[config.mk]
export PLATFORM = sky130hd
export DESIGN_NAME = zfce_div
export DESIGN_NICKNAME = d
export VERILOG_FILES = /design/src/hdl/zfce_div.sv
export SDC_FILE = /design/constraint.sdc
export NUM_CORES = 2
export LEC_CHECK = 0
export BUFFER_PORTS_ARGS = -buffer_cell sky130_fd_sc_hd__clkbuf_2
export CAP_MARGIN = 30
export CORE_MARGIN = 5
export CORE_UTILIZATION = 64
export DETAILED_ROUTE_END_ITERATION = 8
export PLACE_DENSITY = 0.81
export SYNTH_ARGS = -nofsm -noshare
export SYNTH_HDL_FRONTEND = slang
export SYNTH_SLANG_ARGS = --single-unit
[constraint.sdc]
create_clock -name i_clk -period 5 [get_ports i_clk]
set_input_delay 1 -clock i_clk [delete_from_list [all_inputs] [get_ports i_clk]]
set_output_delay 1 -clock i_clk [all_outputs]
set_load 0.05 [all_outputs]
[src/hdl/zfce_div.sv]
// bit-per-stage restoring divider with saturated signed quotient
`timescale 1ns / 1ps
module zfce_div (
    input  logic               i_clk,
    input  logic [16:0]        i_en,
    input  logic signed [32:0] i_num,
    input  logic [15:0]        i_mag,
    output logic signed [15:0] o_quot
);

    logic [31:0] r_rem [0:16];
    logic [15:0] r_q   [0:16];
    logic [15:0] r_mag [0:16];
    logic        r_neg [0:16];
    logic        r_ovf [0:16];

    logic [32:0] w_abs;
    assign w_abs = i_num[32] ? 33'(-i_num) : 33'(i_num);

    // first stage: magnitude, sign and quotient overflow check
    always_ff @(posedge i_clk) begin
        if (i_en[0]) begin
            r_rem[0] <= w_abs[31:0];
            r_q[0]   <= '0;
            r_mag[0] <= i_mag;
            r_neg[0] <= i_num[32];
            r_ovf[0] <= w_abs >= {1'b0, i_mag, 16'b0};
        end
    end

    // one quotient bit per stage, most significant first
    for (genvar k = 1; k <= 16; k++) begin : g_bit
        localparam int B = 16 - k;
        logic [31:0] w_dsh;
        assign w_dsh = {16'b0, r_mag[k-1]} << B;
        always_ff @(posedge i_clk) begin
            if (i_en[k]) begin
                if (r_rem[k-1] >= w_dsh) begin
                    r_rem[k] <= r_rem[k-1] - w_dsh;
                    r_q[k]   <= r_q[k-1] | (16'd1 << B);
                end else begin
                    r_rem[k] <= r_rem[k-1];
                    r_q[k]   <= r_q[k-1];
                end
                r_mag[k] <= r_mag[k-1];
                r_neg[k] <= r_neg[k-1];
                r_ovf[k] <= r_ovf[k-1];
            end
        end
    end

    // sign and saturation
    always_comb begin
        if (r_neg[16]) begin
            if (r_ovf[16] || r_q[16] > 16'd32768) begin
                o_quot = -16'sh8000;
            end else begin
                o_quot = 16'(-{1'b0, r_q[16]});
            end
        end else begin
            if (r_ovf[16] || r_q[16] > 16'd32767) begin
                o_quot = 16'sh7fff;
            end else begin
                o_quot = r_q[16];
            end
        end
    end

endmodule

Yosys cells after proc, flatten, opt, wreduce, memory -nomap -nowiden:

Memory sizes are Yosys's and may differ from the RTL's.
Cells that the tools add are included.

* register bits after elaboration: 0
* memory bits (writable): 1122
* input port bits: 67
* output and inout bits: 16
* word-level logic and storage cells: 242
* memories kept: 5

Memories
* r_rem: depth 17, bits a word 32, read ports 16, clocked after memory_dff 0, wr ports 17, line 11 `logic [31:0] r_rem [0:16];`
* r_mag: depth 17, bits a word 16, read ports 16, clocked after memory_dff 0, wr ports 17, line 13 `logic [15:0] r_mag [0:16];`
* r_q: depth 17, bits a word 16, read ports 17, clocked after memory_dff 0, wr ports 17, line 12 `logic [15:0] r_q [0:16];`
* r_neg: depth 17, bits a word 1, read ports 17, clocked after memory_dff 0, wr ports 17, line 14 `logic r_neg [0:16];`
* r_ovf: depth 17, bits a word 1, read ports 17, clocked after memory_dff 0, wr ports 17, line 15 `logic r_ovf [0:16];`

* add/sub/neg operators: 18
* order comparisons: 19
* multiplexer cells: 166
* bitwise gates (word level): 32
* reduce and logical (&&, ||, !) cells: 2

Operator list (count)
* $mux 32: 16
* $mux 16: 19
* $mux 1: 130
* $ge 33x32->1: 1
* $mux 33: 1
* $neg 33->33: 1
* $ge 32x16->1: 1
* $ge 32x17->1: 1
* $ge 32x18->1: 1
* $ge 32x19->1: 1
* $ge 32x20->1: 1
* $ge 32x21->1: 1
* $ge 32x22->1: 1
* $ge 32x23->1: 1
* $ge 32x24->1: 1
* $ge 32x25->1: 1
* $ge 32x26->1: 1
* $ge 32x27->1: 1
* $ge 32x28->1: 1
* $ge 32x29->1: 1
* $ge 32x30->1: 1
* $ge 32x31->1: 1
* $or 1x1->1: 32
* $sub 32x16->32: 1
* other kinds (19): 20

Logic depth before layout (Yosys ltp):

An unclocked memory read counts as a cell.

* word-level depth: 6
* mapped depth: 18
* mapped depth without buffers: 16

Worst setup path before layout:

Ideal clock, no wire load.

* path type: register to output
* from: memory r_q[16][1]
* to: output port o_quot[8]
* arrival time: 3666 ps
* slack: 334 ps
* cell stages (with the launch flop): 11
* buffers on the path: 1
* path through: edfxtp_1 -> inv_1 -> ha_1 -> or3b_1 -> or4_1 -> nor3_2 -> nand2_1 -> a21o_1 -> or2_1 -> buf_2 -> o311ai_1

RTL lines
* from (decl): line 12
* to (decl): line 8 `output logic signed [15:0] o_quot`

==> out/metrics.csv <==
metric,value,unit
peak per-stage delay on the critical path,540,ps
clk sink count,938,
DP Cell Count,4998,
vias,31200,
final net count,4481,
asr flop ratio synth,0,%
"Slew Viols, Final",0,
Final Hold Viols,0,
total track usage,24.2,%
"Top FF cell, synth",edfxtp_1,
vias per inst,6.04,
final non-filler cell total,5166,
Sw Pwr,0.00884,W
Wirelength per Cell,19.2,um
first-pass GRT wire length,160000,um
CTS buffer count,93,
synthesized area,48100,um^2
period utilization,97.4,%
Pwr Density,517,nW/um^2
1st-iter DRT viols,2309,
#FFs+latches synth,938,
Sequential Power Share,43.2,%
Crit Path Category,flip-flop to primary output,
number of synthesized flops with an enable pin,938,
CTS H-tree depth,3,
DRC Markers,0,
internal power,0.0185,W
hold_buf cts,0,
CP endpoint kind,primary output,
initial antenna violation count,0,
sequential fraction of the synthesis area,58.6,%
TNS Setup,0,ps
Area Overhead vs Synth,9.98,%
Post-CTS Setup Repair Bufs,0,
"Net Count, Synth",4337,
Worst Skew,27.3,ps
grt met2 use,44.6,%
status,"complete, no violations",
"Clk pin slew, worst setup/hold paths",60,ps
M1 GR Usage,29.0,%
critical-path maximum fanout,15,
Post-DP HPWL,74100,um
Site Rows,100,
largest net degree at the start of global routing,66,
post-route design area,52900,um^2
grt ovf,0,
Die X,284,um
router iterations before antenna repair,6,
CP bufs+invs,2,
Worst-Margin Slew,960,ps
post-route ant nets,0,
CP required,4000,ps
Sw Share,32.3,%
Bufs on Longest Clock Path,3,
area post-placement,49800,um^2
Clock Tree Root,clkbuf_16,
Initial Util,64.6,%
final setup fails,0,
total die area,80700,um^2
I/O Buffers,82,
distinct cell type count after synthesis,86,
vias in the first global route,31100,
min Tclk post-route,4870,ps
crit path max-delay cell type,or4_4,
Antenna Cells,0,
"delay-heaviest family, CP",simple AND/OR/NAND/NOR gates,
clock tree from TritonCTS,built,
Routed Wire Length,99000,um
Highest Clock Rate,205,MHz
Routability Congestion,0.898,
layer carrying the most global-route usage,met2,
fillers,4969,
"Gates resized, CTS repair",5,
Global Route met3 Usage,3.08,%
Max-Cap Viols,0,
Comb pwr share,31.5,%
"Cell Chain, Critical Path",inv_1 > ha_1 > or3b_1 > or4_4 > nor3_4 > nand2_1 > a21o_4 > or2_4 > o311ai_1 > clkbuf_4,
slew margin rel.,35.6,%
later-pin clock latency in the skew report,670,ps
share of cells above drive strength 1,8.89,%
critical path startpoint category,flip-flop,
CORE AREA,74400,um^2
crit path DAT,3870,ps
syn_area_per_cell,12.1,um^2
Clk pwr share,25.3,%
Top-Level Pins,83,
die height,284,um
Max IR drop VDD,318,uV
HP Class,flip-flop to flip-flop,
Leak,20.2,nW
hold_ws,416,ps
Syn Inst Count,3980,
Ys Warns,0,
==> synthesized netlist by cell type, drive strengths merged (72+ instances only) <==
master    n  area (um^2)
xor2    115         1010
a21o     83          623
nor3     86          435
a21oi   232         1160
edfxtp  938        28200
ha      275         3440
o21ai   259         1300
nand2   270         1010
nand3    72          360
xnor2   215         1880
nor2    214          803
inv     362         1360
==> power groups by stage <==
stage                     Sequential (W)  Combinational [W]  Clock (W)
after floorplan                   0.0115            0.00671          0
after global placement            0.0119            0.00821          0
after detailed placement          0.0119            0.00845          0
after CTS                         0.0118            0.00856    0.00703
after global routing              0.0119            0.00961    0.00740
final                             0.0118            0.00862    0.00691
==> area by class of cell <==
class	instances	area (um^2)	area share (%)
multi-input cells	2599	18300	34.6
flip-flops and latches	938	28200	53.3
clock inverters	56	648	1.23
clock buffers	112	2400	4.54
inverters	362	1360	2.57
repair buffers	130	808	1.53
well taps	969	1210	2.29
==> cell usage in the layout (no fill, tap or decap), types with 47 or more instances in the layout <==
cell type  instances
xnor2_1          215
nor3_1            83
a21o_1            82
inv_1            361
edfxtp_1         938
nor2_1           214
ha_1             275
nand4_1           49
clkbuf_16         93
buf_4             47
nand3_1           72
clkbuf_2          78
mux2_2            52
xor2_1           115
o21ai_0          248
nor2b_1           53
a21oi_1          231
nand2_1          270
==> kinds of logic after synthesis <==
| kind of cell | after synthesis | share of synthesized area, % |
|---|---|---|
| compound gates | 870 | 11.4 |
| xor+xnor | 330 | 6.01 |
| fa+ha+maj | 290 | 7.78 |
| buf+inv | 443 | 3.50 |
| flops | 938 | 58.6 |
| mux | 64 | 1.47 |
| simple gates | 1045 | 11.2 |
==> sequential cells by signal (all words and copies together) (netlist names) <==
name	cells
r_rem	512
r_q	136
r_mag	256
r_neg	17
r_ovf	17
==> metrics by stage <==
step	worst slack (ps)	total power, W	utilization (%)
2_1_floorplan	334	0.0182	-
3_3_place_gp	19.3	0.0201	66.8
3_5_place_dp	-104	0.0204	66.9
4_1_cts	2.90	0.0274	71.0
5_1_grt	-20.1	0.0289	71.0
6_report	129	0.0273	71.0
==> path summary, 6_finish.rpt <==
| path | from | end | slack (ps) | depth (start not counted) |
|---|---|---|---|---|
| hold / removal | r_q[14][10]$_DFFE_PP_ | r_q[15][10]$_DFFE_PP_ | 420 | 0 |
| setup reg to reg | r_rem[11][19]$_DFFE_PP_ | r_rem[12][25]$_DFFE_PP_ | 1160 | 9 |
| hold reg to reg | r_q[14][10]$_DFFE_PP_ | r_q[15][10]$_DFFE_PP_ | 420 | 0 |
| setup / recovery | r_q[16][1]$_DFFE_PP_ | o_quot[4] | 130 | 10 |
==> layer usage <==
layer	vias to the layer above	part of all wire, %
met3	242	4.5
met4	0	4.0
met2	873	52
met5	-	0
met1	15000	39
li1	15100	-
Power figures use the tool's default switching activity.
